[src/rtl/kbl_pkg.sv]
// ----------------------------------------------------------------------------
// kbl_pkg
// shared types and constants of the key-toggled breathing light
// ----------------------------------------------------------------------------
`default_nettype none

package kbl_pkg;

    localparam logic [7:0]  LONG_PRESS_RESET = 8'd50;

    localparam logic [11:0] RAMP_PERIOD      = 12'd1800;
    localparam logic [10:0] RISE_STEPS       = 11'd1100;
    localparam logic [8:0]  PEAK_LEVEL       = 9'd500;

    // level = floor(5c/11) on the rise, 500 - floor(5d/7) on the fall
    localparam int          RECIP_SHIFT      = 16;
    localparam logic [13:0] RISE_RECIP       = 14'd5958;
    localparam logic [13:0] FALL_RECIP       = 14'd9363;

    localparam logic        REQ_KEY          = 1'b0;
    localparam logic        REQ_BREATH       = 1'b1;

    typedef struct packed {
        logic running;
        logic report;
        logic led_off;
    } key_result_t;

endpackage

`default_nettype wire

[src/rtl/kbl_key.sv]
// ----------------------------------------------------------------------------
// kbl_key
// press state machine: short press report, long press run toggle
// ----------------------------------------------------------------------------
`default_nettype none

module kbl_key (
    input  wire logic               clk,
    input  wire logic               rst_n,
    input  wire logic               step,
    input  wire logic               key_level,
    input  wire logic [7:0]         threshold,
    output kbl_pkg::key_result_t    result,
    output logic                    run_flag
);
    import kbl_pkg::*;

    typedef enum logic [2:0] {
        KEY_RELEASED = 3'b001,
        KEY_COUNTING = 3'b010,
        KEY_WAIT     = 3'b100
    } key_phase_t;

    key_phase_t phase_reg, phase_next;
    logic [7:0] count_reg, count_next;
    logic       run_reg,   run_next;
    logic       report;
    logic       led_off;

    always_comb
    begin
        phase_next = phase_reg;
        count_next = count_reg;
        run_next   = run_reg;
        report     = 1'b0;
        led_off    = 1'b0;
        if (step)
        begin
            case (phase_reg)
                KEY_COUNTING:
                begin
                    if (count_reg >= threshold)
                    begin
                        if (key_level)
                        begin
                            run_next   = ~run_reg;
                            led_off    = run_reg;
                            count_next = 8'd0;
                        end
                        phase_next = KEY_WAIT;
                    end
                    else if (!key_level)
                    begin
                        report     = 1'b1;
                        count_next = 8'd0;
                        phase_next = KEY_RELEASED;
                    end
                    else
                    begin
                        count_next = count_reg + 8'd1;
                    end
                end
                KEY_WAIT:
                begin
                    if (!key_level)
                    begin
                        phase_next = KEY_RELEASED;
                        count_next = 8'd0;
                    end
                end
                default:
                begin
                    count_next = {7'd0, key_level};
                    phase_next = key_level ? KEY_COUNTING : KEY_RELEASED;
                end
            endcase
        end
    end

    always_ff @(posedge clk or negedge rst_n)
    begin
        if (!rst_n)
        begin
            phase_reg <= KEY_RELEASED;
            count_reg <= 8'd0;
            run_reg   <= 1'b0;
        end
        else
        begin
            phase_reg <= phase_next;
            count_reg <= count_next;
            run_reg   <= run_next;
        end
    end

    assign result.running = run_next;
    assign result.report  = report;
    assign result.led_off = led_off;
    assign run_flag       = run_reg;

endmodule

`default_nettype wire

[src/rtl/kbl_ramp.sv]
// ----------------------------------------------------------------------------
// kbl_ramp
// breathing ramp counter and pwm compare level
// ----------------------------------------------------------------------------
`default_nettype none

module kbl_ramp (
    input  wire logic       clk,
    input  wire logic       rst_n,
    input  wire logic       step,
    input  wire logic       run_flag,
    output logic [8:0]      level_next
);
    import kbl_pkg::*;

    logic [10:0] ramp_reg,  ramp_next;
    logic [8:0]  level_reg;
    logic [11:0] count_inc;
    logic [10:0] wrapped;
    logic        rising;
    logic [10:0] offset;
    logic [12:0] scaled;
    logic [13:0] recip;
    logic [26:0] product;
    logic [8:0]  quot;
    logic [8:0]  ramp_level;

    always_comb
    begin
        count_inc  = {1'b0, ramp_reg} + 12'd1;
        wrapped    = (count_inc >= RAMP_PERIOD) ? 11'd0 : count_inc[10:0];
        rising     = (wrapped <= RISE_STEPS);
        offset     = rising ? wrapped : (wrapped - RISE_STEPS);
        scaled     = ({2'b00, offset} << 2) + {2'b00, offset};
        recip      = rising ? RISE_RECIP : FALL_RECIP;
        product    = 27'(scaled) * 27'(recip);
        quot       = product[RECIP_SHIFT +: 9];
        ramp_level = rising ? quot : (PEAK_LEVEL - quot);
    end

    always_comb
    begin
        ramp_next  = ramp_reg;
        level_next = level_reg;
        if (step)
        begin
            if (run_flag)
            begin
                ramp_next  = wrapped;
                level_next = ramp_level;
            end
            else
            begin
                level_next = 9'd0;
            end
        end
    end

    always_ff @(posedge clk or negedge rst_n)
    begin
        if (!rst_n)
        begin
            ramp_reg  <= 11'd0;
            level_reg <= 9'd0;
        end
        else
        begin
            ramp_reg  <= ramp_next;
            level_reg <= level_next;
        end
    end

endmodule

`default_nettype wire

[src/rtl/key_toggled_breathing_light.sv]
// ----------------------------------------------------------------------------
// key_toggled_breathing_light
// button press handling with a breathing pwm compare value
//
//   channel   direction   handshake            payload
//   in        input       in_valid / in_stall   req_type, key_level
//   out       output      out_valid / out_stall pwm_compare, running,
//                                              report_request, led_off_request
//   cfg       input       cfg_we               cfg_wdata (long press samples)
//
// one transfer per cycle sustained while out_stall is low; each item
// passes through the input register, then the result register
// the key machine and ramp counter update when the item moves into the
// result register, so back-to-back items see each other's state
// reset clears valid, key and ramp state; long press threshold back to 50
// in_stall rises only when both registers hold data and out_stall is high
// ----------------------------------------------------------------------------
`default_nettype none

module key_toggled_breathing_light (
    input  wire logic       clk,
    input  wire logic       rst_n,
    input  wire logic       in_valid,
    output logic            in_stall,
    input  wire logic       req_type,
    input  wire logic       key_level,
    output logic            out_valid,
    input  wire logic       out_stall,
    output logic [8:0]      pwm_compare,
    output logic            running,
    output logic            report_request,
    output logic            led_off_request,
    input  wire logic       cfg_we,
    input  wire logic [7:0] cfg_wdata
);
    import kbl_pkg::*;

    logic        in_valid_reg,  in_valid_next;
    logic        req_type_reg;
    logic        key_level_reg;
    logic        out_valid_reg, out_valid_next;
    logic [8:0]  pwm_reg;
    logic        running_reg;
    logic        report_reg;
    logic        led_off_reg;
    logic [7:0]  threshold_reg;

    logic        advance;
    logic        in_load;
    logic        step;
    logic        key_step;
    logic        ramp_step;
    logic        run_flag;
    logic [8:0]  level_next;
    key_result_t key_res;

    assign advance   = !out_valid_reg || !out_stall;
    assign in_stall  = in_valid_reg && !advance;
    assign in_load   = in_valid && !in_stall;
    assign step      = in_valid_reg && advance;
    assign key_step  = step && (req_type_reg == REQ_KEY);
    assign ramp_step = step && (req_type_reg == REQ_BREATH);

    assign in_valid_next  = in_load ? 1'b1 : (advance ? 1'b0 : in_valid_reg);
    assign out_valid_next = step ? 1'b1 : (advance ? 1'b0 : out_valid_reg);

    kbl_key u_key (
        .clk       (clk),
        .rst_n     (rst_n),
        .step      (key_step),
        .key_level (key_level_reg),
        .threshold (threshold_reg),
        .result    (key_res),
        .run_flag  (run_flag)
    );

    kbl_ramp u_ramp (
        .clk        (clk),
        .rst_n      (rst_n),
        .step       (ramp_step),
        .run_flag   (run_flag),
        .level_next (level_next)
    );

    always_ff @(posedge clk or negedge rst_n)
    begin
        if (!rst_n)
        begin
            in_valid_reg  <= 1'b0;
            out_valid_reg <= 1'b0;
            threshold_reg <= LONG_PRESS_RESET;
        end
        else
        begin
            in_valid_reg  <= in_valid_next;
            out_valid_reg <= out_valid_next;
            if (cfg_we)
            begin
                threshold_reg <= cfg_wdata;
            end
        end
    end

    always_ff @(posedge clk)
    begin
        if (in_load)
        begin
            req_type_reg  <= req_type;
            key_level_reg <= key_level;
        end
        if (step)
        begin
            pwm_reg     <= level_next;
            running_reg <= key_res.running;
            report_reg  <= key_res.report;
            led_off_reg <= key_res.led_off;
        end
    end

    assign out_valid       = out_valid_reg;
    assign pwm_compare     = pwm_reg;
    assign running         = running_reg;
    assign report_request  = report_reg;
    assign led_off_request = led_off_reg;

endmodule

`default_nettype wire

[config.mk]
export PLATFORM = sky130hd
export DESIGN_NAME = key_toggled_breathing_light
export DESIGN_NICKNAME = d
export VERILOG_FILES = /design/src/rtl/kbl_pkg.sv /design/src/rtl/kbl_key.sv /design/src/rtl/kbl_ramp.sv /design/src/rtl/key_toggled_breathing_light.sv
export SDC_FILE = /design/constraint.sdc
export NUM_CORES = 1
export LEC_CHECK = 0
export BUFFER_PORTS_ARGS = -buffer_cell sky130_fd_sc_hd__buf_2
export CORE_AREA = 2 2 120 122
export CTS_CLUSTER_DIAMETER = 100
export DETAILED_ROUTE_END_ITERATION = 8
export DIE_AREA = 0 0 122 124
export GPL_ROUTABILITY_DRIVEN = 0
export PLACE_DENSITY = 0.77
export SYNTH_ARGS = -nofsm -noshare
export SYNTH_HDL_FRONTEND = slang
export SYNTH_SLANG_ARGS = --single-unit
[constraint.sdc]
create_clock -name clk -period 17 [get_ports clk]
set_input_delay 1.7 -clock clk [delete_from_list [all_inputs] [get_ports clk]]
set_output_delay 1.7 -clock clk [all_outputs]
set_load 0.05 [all_outputs]
==> results of run 1 <==
where the power goes:
group          switching (uW)  internal, uW  leakage, uW  total, uW
Clock                    49.8          55.0    0.0000702        105
Combinational             269           169      0.00364        438
Sequential               6.57           147     0.000692        153
routing by layer:
layer,up-vias,track usage,part of all wire,wire (um)
li1,2987,-,-,-
met5,-,0,0,0
met2,184,0.444,0.50,8920
met1,3020,0.331,0.44,7920
met4,0,0.0553,0.020,359
met3,34,0.0238,0.039,698
final cells by class:
cell class	instances	area [um^2]	share of cell area
Clock inverter	3	21.3	0.00249
Multi-Input combinational cell	652	5950	0.697
Sequential cell	56	1480	0.173
Clock buffer	5	125	0.0147
Inverter	156	586	0.0686
Tap cell	180	225	0.0264
Timing Repair Buffer	30	155	0.0182
layout by cell type (no fill, tap or decap), types with 4 or more instances in the layout:
cell type,instances
sky130_fd_sc_hd__o31ai_1,9
sky130_fd_sc_hd__or3_1,6
sky130_fd_sc_hd__and2_1,12
sky130_fd_sc_hd__a211oi_1,6
sky130_fd_sc_hd__nand3_1,19
sky130_fd_sc_hd__edfxtp_1,14
sky130_fd_sc_hd__dfstp_2,4
sky130_fd_sc_hd__and3_1,8
sky130_fd_sc_hd__inv_1,156
sky130_fd_sc_hd__or2_2,6
sky130_fd_sc_hd__fa_1,83
sky130_fd_sc_hd__a211o_1,4
sky130_fd_sc_hd__nand2b_1,14
sky130_fd_sc_hd__xor2_1,14
sky130_fd_sc_hd__dfrtp_1,38
sky130_fd_sc_hd__a21oi_1,28
sky130_fd_sc_hd__nand2_1,72
sky130_fd_sc_hd__clkbuf_16,5
sky130_fd_sc_hd__o21a_1,6
sky130_fd_sc_hd__ha_1,106
sky130_fd_sc_hd__nor2_1,42
sky130_fd_sc_hd__nor3_1,13
sky130_fd_sc_hd__buf_2,28
sky130_fd_sc_hd__o21ai_1,7
sky130_fd_sc_hd__conb_1,11
sky130_fd_sc_hd__nand4_1,8
sky130_fd_sc_hd__a21o_1,17
sky130_fd_sc_hd__nor2b_1,5
sky130_fd_sc_hd__xnor2_1,23
sky130_fd_sc_hd__o21ai_0,49
sky130_fd_sc_hd__or2b_1,5
worst max-delay path, delay by kind of cell (launching register included):
family | cells | cell delay, ns
XOR/XNOR | 4 | 1.02
AO/OA/AOI/OAI | 12 | 3.95
adder cells (fa/ha/maj) | 9 | 4.04
flip-flops | 1 | 0.56
AND/OR/NAND/NOR | 16 | 2.81
buffers and inverters | 3 | 0.16
metrics by stage:
stage / cell area [um^2] / cells / worst slack [ns] / hold slack [ns] / util
6_report: 8540 / 1082 / 4.31 / 0.488 / 0.622
5_1_grt: 8540 / 1082 / 3.44 / 0.493 / 0.622
4_1_cts: 8540 / 1082 / 4.44 / 0.482 / 0.622
3_5_place_dp: 8390 / 1074 / 4.49 / 0.460 / 0.611
3_3_place_gp: 8390 / 1074 / 4.77 / 0.462 / 0.611
2_1_floorplan: 8200 / 900 / 5.86 / 0.442 / -
path summary, 6_finish.rpt:
| kind | from | endpoint | depth (start not counted) |
|---|---|---|---|
| min in group asynchronous | rst_n | u_ramp.ramp_reg[10] | 1 |
| setup / recovery | u_ramp.ramp_reg[0] | pwm_compare[8] | 44 |
| hold / removal | u_ramp.level_reg[8] | u_ramp.level_reg[8] | 2 |
| setup reg to reg | u_ramp.ramp_reg[0] | pwm_compare[8] | 44 |
| hold reg to reg | u_ramp.level_reg[8] | u_ramp.level_reg[8] | 2 |
| max in group asynchronous | rst_n | u_ramp.level_reg[2] | 1 |
kinds of logic (layout without fill, tap and decap cells):
logic type / count (synthesis) / count (layout) / share of synthesized area
xor gates and xnor gates: 39 / 39 / 0.0437
buffers and inverters: 192 / 194 / 0.0950
muxes: 7 / 7 / 0.0126
AOI/OAI and AO/OA: 167 / 167 / 0.144
and+or+nand+nor: 239 / 239 / 0.157
adders and majority gates: 189 / 189 / 0.366
other: 2 / 11 / 0.000920
DFF: 56 / 56 / 0.181
==> reports/summary.md, run 1 <==
The number of pins with negative max-slew slack in the final report is 0. The per-instance average area after synthesis is 9.16 um^2. Detailed-route wire length: 17900 um. The post-route fraction of the period consumed by the critical path was 0.747. The path type of the worst min-delay path was flip-flop to flip-flop. For the hold violation count in the final report, the log shows 0.

The setup path with the least slack is of type flip-flop to flip-flop. For this block, the initial DRC count from the detailed router was 635. After synthesis, the most frequently instantiated cells are sky130_fd_sc_hd__inv_1, sky130_fd_sc_hd__ha_1, sky130_fd_sc_hd__fa_1. The number of antenna diodes in the final layout is 0.

For the data required time of the critical path, the log shows 17.14 ns. The top achievable clock speed came out at 78.8 MHz. For the number of design rule violations left after detail routing, the log shows 0. The initialized floorplan defines 43 standard-cell rows.

For the sequential-to-total area share from yosys stat, the log shows 0.181. Counting I/O delays and the setup requirement, the final critical path takes 12.69 ns. The share of post-route cells with drive strength above 1 came out at 0.0898. The slowest stage of the critical path is the sky130_fd_sc_hd__o21a_1 cell. The synthesis-stage register bit count is 56, and the detail-routed via count per cell is 5.75. The logs give 29700 um for the global-route wire length before repair and 5 for the number of buffers inserted during clock tree synthesis. Once detailed placement completed, the half-perimeter wirelength came to 14600 um. Cell seen most often among critical-path stages: sky130_fd_sc_hd__nor2_1.

The final global-route overflow total is 0, and the chip height is 124 um. For the pin with the worst max-slew slack, the measured transition is 1.07 ns. In this run, synthesis inferred 14 flip-flops with an integrated enable.

The share of flip-flops with an asynchronous set or reset after synthesis came out at 0.750. The via count of the first global-routing pass is 6150. The floorplan step defined a die boundary enclosing 15100 um^2.

The number of different library cells used by synthesis comes to 89. The total number of vias came out at 6225. The detail route stage leaves a number of antenna-violating nets equal to 0. After detailed routing, the average wire length per cell comes to 16.5 um.

After the last flow step, the layout net total stands at 1105. The floorplan step set the die width to 122 um. The most common cell in the synthesized netlist is sky130_fd_sc_hd__inv_1. Counting along the longest clock path gives a buffer depth of 2. On the final layout, the worst clock skew is 0.00823 ns. Leading area contributor after synthesis: sky130_fd_sc_hd__fa_1. Number of gates resized after CTS: 0. The global routing usage summed across all routing layers is 0.250, and the post-synthesis instance area is 8170 um^2. The largest net degree at the start of global routing came out at 43. TritonCTS built the clock tree. During synthesis, Yosys emitted a total of 0 warnings. The cell count after synthesis was 891; the data arrival time of the critical path was 12.83 ns. At the later pin of the worst-skew pair, clock insertion delay measures 0.29 ns. CTS built an H-tree with a depth of 2. The worst register-to-register path has a setup slack of 4.31 ns. After clock tree synthesis, the clock-pin slew on the worst setup and hold paths is 0.07 ns. The dominant synthesized flop cell was sky130_fd_sc_hd__dfrtp_1. The max-cap violation count was 0.

The starting density of the core was 0.595. Element type at the critical path start: a flip-flop. The run finished with clean final reports. For the final routed database, the setup TNS stands at 0 ns. The sum of internal, switching and leakage power was 696 uW.

Compared with the post-synthesis result, the final layout area differs by 4.54%. In this run the static leakage power is 0.00440 uW. The pre-antenna-repair detailed-routing pass consisted of 6 iterations.

Setup repair after global routing left no endpoint under its margin. The logs give 56 for the total clock sinks and 1204 for the number of filler instances in the final layout. The root buffer cell chosen for the clock tree is sky130_fd_sc_hd__clkbuf_16. The flip-flop count of the largest register, all copies and words added was 11.

In this run the count of I/O pins placed on the die edge is 29. The tools report the worst max-slew margin expressed relative to the limit as 0.280. Portion of synthesized cell area occupied by the leading cell type: 0.203. Power spread over the standard cell area amounts to 81.6 nW/um^2.

For this run, the slowest stage of the critical path takes 0.80 ns. Once the clock tree was built, the setup fixing pass inserted 0 buffers. The number of hold buffers added after CTS came out at 0. Port buffering added 28 buffers.

STA classifies the critical path endpoint as a flip-flop. In this run the worst path has a maximum fanout of 26. Setup violations remaining at the end of the flow were counted as 0. After synthesis, the cell types taking the most area are sky130_fd_sc_hd__fa_1, sky130_fd_sc_hd__ha_1, sky130_fd_sc_hd__dfrtp_1. The region available for standard cell placement spans 13700 um^2. The peak ir drop on the vdd network was 0.0822 mV. The run gives 0 as the initial antenna violation count.
Note: power is estimated with default switching activity, not from simulation.
==> run 2: changes to the inputs <==
CORE_AREA = 2 2 121 123   (was 2 2 120 122)
DIE_AREA = 0 0 123 125   (was 0 0 122 124)
PLACE_DENSITY = 0.78   (was 0.77)
clock period = 11.45 ns   (was 17 ns; I/O delays follow)
==> reports/summary.md, run 2 (synthesized netlist as in run 1, its figures left out) <==
The total number of vias is 6186 (-0.63%), and the clock tree buffer depth is 2 (unchanged). The sum of internal, switching and leakage power was 1020 uW (+46%); the number of cells on the worst reg-to-reg path was 44 (unchanged). The tools report the end point of the most critical hold path as out_valid.

The most frequent standard cell in the layout excluding fill and tap cells is sky130_fd_sc_hd__inv_1. The share of post-route cells with drive strength above 1 came out at 0.111 (+0.0213). The tightest min-delay check is of the flip-flop to flip-flop type. The total of buffers placed on input and output ports was 28 (unchanged); the post-CTS setup buffer count was 0 (unchanged). The run gives 0.00445 uW (+1.1%) as the leakage component of the power.

For the worst max-slew margin expressed relative to the limit, the log shows 0.307 (+0.0264). The run gives 591 (-6.9%) as the count of routing violations after the opening detailed-route iteration. The number of stages on the worst setup path is 44 (unchanged). The average wire per cell in the routed design is 16.2 um (-2.3%), and the via count of the first global-routing pass is 6180 (+0.49%). Number of rows in the core area: 44 (+2.3%).

The tools report the hold violation count in the final report as 0 (unchanged). The reg-to-reg critical path endpoint is pwm_compare[8]. The flip-flop count of the largest register, all copies and words added came out at 11 (unchanged). The chip height is 125 um (+0.81%).

The global-route wire length before repair is 29800 um (+0.39%), and the internal reg-to-reg setup slack is 0.56 ns (-3.75 ns). The logs give 29 (unchanged) for the number of I/O pins and 2 (unchanged) for the H-tree depth. Final global-route overflow total: 0 (unchanged). The aggregate negative setup slack came out at 0 ns (unchanged). Leaving out fill and tap cells, the most frequent cells in the layout are sky130_fd_sc_hd__inv_1, sky130_fd_sc_hd__ha_1, sky130_fd_sc_hd__fa_1. The flow ran to the end, and the final reports show no timing, DRC or antenna violations. The number of buffer and inverter stages on the critical path was 4 (+1); the number of placed instances with taps included was 1085 (+1.0%). The pin slew with the least headroom to its limit works out to 1.03 ns (-0.0392 ns). Cell area power density: 117 nW/um^2 (+44%). Relative to the synthesized area, the layout overhead comes to 6.14%. The width of the chip is 123 um (+0.82%), and the first-pass iteration count of the detailed router is 5 (-1). The number of failing setup endpoints in the final timing report is 0 (unchanged), and the max-cap violation count is 0 (unchanged). The tools report the final non-filler cell total as 1093 (+1.0%). The worst setup path is captured at a flip-flop.

Stage delay of the slowest cell on the critical path: 0.57 ns (-0.23 ns). The global routing met1 resource utilization was 0.335 (+0.00395); the total clock sinks was 56 (unchanged). The post-route fraction of the period consumed by the critical path was 0.951 (+0.205); the number of buffers inserted during clock tree synthesis was 5 (unchanged).

Number of pins with negative max-slew slack in the final report: 0 (unchanged). The tools report the CTS root buffer as sky130_fd_sc_hd__clkbuf_16. For the core occupancy in the finished layout, the log shows 0.610 (-0.0120). The number of cells on the worst hold path works out to 1 (-1). The global routing usage on met3 was 0.0182 (-0.00556); the smallest setup slack after layout was 0.558 ns (-3.75 ns).

The number of hold buffers added after CTS is 0 (unchanged), and the data arrival time of the critical path is 11.03 ns (-1.80 ns). The run gives 0.575 (-0.0203) as the starting density of the core. The tools report the global routing usage summed across all routing layers as 0.244 (-0.00524). The clock slew at the register clock pins of the worst setup and hold paths is 0.08 ns (about the same), and the setup slack after placement is 0.0895 ns (-4.40 ns). The clock latency on the worst-skew pair was 0.30 ns (about the same); the post-route minimum period was 10.89 ns (-1.80 ns).

The tools report the area of the core region as 14200 um^2 (+3.5%). The critical hold path startpoint was in_valid_reg. TritonCTS built the clock tree. The logs give 0 (unchanged) for the number of design rule violations left after detail routing and 0 (unchanged) for the number of inserted diodes.

The tools report the final net count as 1112 (+0.63%). The count of nets left with antenna violations after detail routing was 0 (unchanged). On the critical path, the stage with the largest delay is an instance of sky130_fd_sc_hd__fa_1. For the detailed-route wire length, the log shows 17700 um (-1.3%). The setup clock skew after layout was 0.00621 ns (-0.00202 ns). The critical path start-end classification is flip-flop to flip-flop. The tools report the initial antenna violation count as 0 (unchanged). The worst register-to-register path begins at u_ramp.ramp_reg[0]. Detail-routed via count per cell: 5.66 (-1.6%).

Global routing met2 resource utilization: 0.410 (-0.0343). After global routing, the most crowded layer is met2. Cell family contributing the most delay on the critical path: compound AO/OA/AOI/OAI gates. STA classifies the critical path startpoint as a flip-flop. For the half-perimeter wire length of the detailed placement result, the log shows 14700 um (+0.44%). Cell seen most often among critical-path stages: sky130_fd_sc_hd__nor2_1. The tools report the peak ir drop on the vdd network as 0.0883 mV (+7.5%). The logs give 43 (unchanged) for the largest net degree at the start of global routing and 91.8 MHz (+17%) for the top achievable clock speed. The highest net fanout along the worst path came out at 12 (-54%). The tools report the data required time of the critical path as 11.59 ns (-5.55 ns).

The run gives 15400 um^2 (+1.6%) as the area enclosed by the die boundary.
## run 2: stage by stage
| step | area (um^2) | hold slack (ns) |
|---|---|---|
| 6_report | 8670 | 0.481 |
| 3_3_place_gp | 8450 | 0.454 |
| 5_1_grt | 8670 | 0.513 |
| 3_5_place_dp | 8450 | 0.464 |
| 4_1_cts | 8600 | 0.481 |
| 2_1_floorplan | 8200 | 0.442 |
## run 2: power breakdown
part	leakage, uW	switching (uW)	internal (uW)
registers	0.000683	8.35	218
logic	0.00370	381	251
clock network	0.0000719	74.8	83.2
## run 2: area by class of cell
class	instances	area, um^2
Clock buffer	5	125
Clock inverter	3	27.5
Fill cell	1256	5540
Inverter	156	586
Multi-Input combinational cell	652	6010
Sequential cell	56	1480
Tap cell	184	230
Timing Repair Buffer	37	208
## run 2: repair_timing
action,4_1_cts,5_1_grt
setup endpoints to repair,0,12
gates resized for setup,0,18
hold endpoints to repair,0,0
## run 2: worst reg2reg max path: cells and delay by family, from the launching register on
family / cells / cell delay, ns
AOI/OAI and AO/OA: 13 / 3.43
adders and majority gates: 8 / 3.41
and+or+nand+nor: 15 / 2.32
xor gates and xnor gates: 4 / 0.81
DFF: 1 / 0.40
buffers and inverters: 4 / 0.36
## run 2: per-layer routing
layer | routed length [um] | share of wire
met2 | 8580 | 0.49
met4 | 539 | 0.031
met1 | 7820 | 0.44
met3 | 724 | 0.041
met5 | 0 | 0
## run 2: worst max path at each step
stage                        from  slack [ns]              to
6_report       u_ramp.ramp_reg[0]        0.56  pwm_compare[8]
5_1_grt        u_ramp.ramp_reg[0]       -0.05  pwm_compare[8]
4_1_cts        u_ramp.ramp_reg[1]        0.04  pwm_compare[8]
3_5_place_dp   u_ramp.ramp_reg[1]        0.09  pwm_compare[8]
3_3_place_gp   u_ramp.ramp_reg[1]        0.41  pwm_compare[8]
2_1_floorplan  u_ramp.ramp_reg[1]        0.31  pwm_compare[8]
==> run 3: changes to the inputs <==
CORE_AREA = 2 2 135 137   (was 2 2 121 123)
DIE_AREA = 0 0 137 139   (was 0 0 123 125)
PLACE_DENSITY = 0.65   (was 0.78)
==> reports/summary.md, run 3 (synthesized netlist as in run 1, its figures left out) <==
The flow ran to the end, and the final reports show no timing, DRC or antenna violations. The run gives 0 (unchanged) as the max-cap violation count. The aggregate negative setup slack was 0 ns (unchanged). The count of nets left with antenna violations after detail routing was 0 (unchanged). In the layout the commonest cells are sky130_fd_sc_hd__inv_1, sky130_fd_sc_hd__ha_1, sky130_fd_sc_hd__fa_1. The clock slew at the register clock pins of the worst setup and hold paths came out at 0.08 ns (about the same). The clock tree buffer depth is 2 (unchanged), and the global routing usage on met3 is 0.0234 (+0.00514). The starting density of the core is 0.462 (-0.112). Most frequent standard cell in the layout excluding fill and tap cells: sky130_fd_sc_hd__inv_1. Reg-to-reg critical path startpoint: u_ramp.ramp_reg[0].

The largest net degree at the start of global routing was 43 (unchanged); the area of the core region was 17700 um^2 (+24%). The run gives 1113 (+0.090%) as the final net count. The number of I/O pins came out at 29 (unchanged). The run gives 0 (unchanged) as the final global-route overflow total. Detail-routed via count per cell: 5.40 (-4.7%). TritonCTS built the clock tree. The count of routing violations after the opening detailed-route iteration was 444 (-25%); the global routing met1 resource utilization was 0.293 (-0.0420). The width of the chip came out at 137 um (+11%).

The post-route minimum period works out to 10.79 ns (-0.101 ns). Capturing element of the worst setup path: pwm_compare[8]. The detailed-route wire length came out at 18500 um (+4.7%). The total clock sinks came out at 56 (unchanged).

First-pass iteration count of the detailed router: 5 (unchanged). The source of the critical timing path was u_ramp.ramp_reg[0]. The flip-flop count of the largest register, all copies and words added came out at 11 (unchanged). Number of rows in the core area: 49 (+11%). The clock latency on the worst-skew pair is 0.30 ns (about the same). Kind of end point of the critical path: a flip-flop. The global routing usage summed across all routing layers is 0.203 (-0.0409), and the global routing met2 resource utilization is 0.326 (-0.0841). The tools report the area enclosed by the die boundary as 19000 um^2 (+24%). The placement-stage cell area was 8510 um^2 (+0.76%); the number of inserted diodes was 0 (unchanged).

The data required time of the critical path is 11.60 ns (about the same), and the worst max-slew margin expressed relative to the limit is 0.334 (+0.0275). The average wire per cell in the routed design came out at 16.2 um (+0.44%). The peak ir drop on the vdd network came out at 0.0950 mV (+7.6%). After global routing, the most crowded layer is met2. The H-tree depth is 2 (unchanged), and the initial antenna violation count is 0 (unchanged). The highest net fanout along the worst path is 12 (unchanged). The number of design rule violations left after detail routing is 0 (unchanged), and the hold violation count in the final report is 0 (unchanged). The run gives 0.00445 uW (about the same) as the leakage component of the power. The chip height came out at 139 um (+11%). The relative area change from synthesis to final layout works out to 7.14%. The critical path in this run is classified as flip-flop to flip-flop. The number of pins with negative max-slew slack in the final report came out at 0 (unchanged). In this run the worst hold path is classified as flip-flop to flip-flop. The run gives 5 (unchanged) as the number of buffers inserted during clock tree synthesis. The cell area power density works out to 117 nW/um^2 (+0.14%). The share of post-route cells with drive strength above 1 is 0.114 (+0.00317).

The tools report the CTS root buffer as sky130_fd_sc_hd__clkbuf_16. The stage delay of the slowest cell on the critical path came out at 0.55 ns (-0.02 ns). Slowest cell on the critical path: sky130_fd_sc_hd__fa_1.

The number of cells on the worst reg-to-reg path was 44 (unchanged); the total number of vias was 6146 (-0.65%). For the setup clock skew after layout, the log shows 0.00928 ns (+0.00306 ns). The hold slack is 0.491 ns (+0.00996 ns). Counting stages on the worst path, the most repeated cell is sky130_fd_sc_hd__fa_1. The tools report the top achievable clock speed as 92.7 MHz (+0.94%). The worst setup path is launched from a flip-flop.

The total non-filler cell area in the finished layout is 8750 um^2 (+0.94%). In this run the critical register-to-register path is captured at pwm_compare[8]. The run gives 0.66 ns (+0.10 ns) as the internal reg-to-reg setup slack.

The pin slew with the least headroom to its limit works out to 0.990 ns (-0.0409 ns). The logs give 6127 (-0.86%) for the via count of the first global-routing pass and 30600 um (+2.5%) for the global-route wire length before repair. The sum of internal, switching and leakage power was 1030 uW (+1.1%); the number of failing setup endpoints in the final timing report was 0 (unchanged). The total of buffers placed on input and output ports is 28 (unchanged), and the data arrival time of the critical path is 10.94 ns (-0.09 ns).

The half-perimeter wire length of the detailed placement result was 15500 um (+5.3%). The post-route fraction of the period consumed by the critical path came out at 0.942 (-0.00883).
run 3: final cells by class:
type | instances | area, um^2
Clock buffer | 5 | 125
Fill cell | 1662 | 8910
Tap cell | 229 | 287
Clock inverter | 3 | 27.5
Multi-Input combinational cell | 652 | 6030
Inverter | 156 | 586
Timing Repair Buffer | 38 | 215
Sequential cell | 56 | 1480
run 3: metrics by stage:
step / worst slack [ns] / utilization / cells
after global placement: 0.372 / 0.482 / 1131
after detailed placement: 0.122 / 0.482 / 1131
after CTS: 0.0371 / 0.491 / 1139
after floorplan: 0.309 / - / 900
after global routing: -0.0480 / 0.495 / 1139
final: 0.659 / 0.495 / 1139
run 3: report_power, final:
| part | switching [uW] | total (uW) | internal, uW | leakage (uW) |
|---|---|---|---|---|
| Sequential | 8.02 | 226 | 218 | 0.000685 |
| Clock | 76.5 | 160 | 83.2 | 0.0000719 |
| Combinational | 387 | 642 | 255 | 0.00370 |
| Total | 472 | 1030 | 556 | 0.00445 |
run 3: per-layer routing:
metal	share of wire	vias up
met1	0.47	2963
met2	0.46	162
met3	0.047	21
met5	0	-
met4	0.017	0
li1	-	3000
run 3: worst max-delay path, delay by kind of cell (launching register included):
family / cells / cell delay (ns)
compound gates: 15 / 3.56
buf+inv: 3 / 0.30
xor+xnor: 4 / 0.73
simple gates: 13 / 1.93
flops: 1 / 0.40
fa+ha+maj: 9 / 3.72
run 3: worst min path at each step:
stage | to | cells past startpoint | start
2_1_floorplan | u_ramp.level_reg[8] | 2 | u_ramp.level_reg[8]
3_3_place_gp | out_valid | 1 | in_valid_reg
3_5_place_dp | u_ramp.level_reg[8] | 2 | u_ramp.level_reg[8]
4_1_cts | u_ramp.level_reg[8] | 2 | u_ramp.level_reg[8]
5_1_grt | u_key.count_reg[7] | 1 | u_key.count_reg[7]
6_report | u_key.count_reg[7] | 1 | u_key.count_reg[7]
run 3: repair_timing:
item                                    in CTS  in global routing
hold buffers                                 0                  0
resized for setup                            0                 21
buffers inserted                             0                  0
endpoints found under the setup margin       0                 10
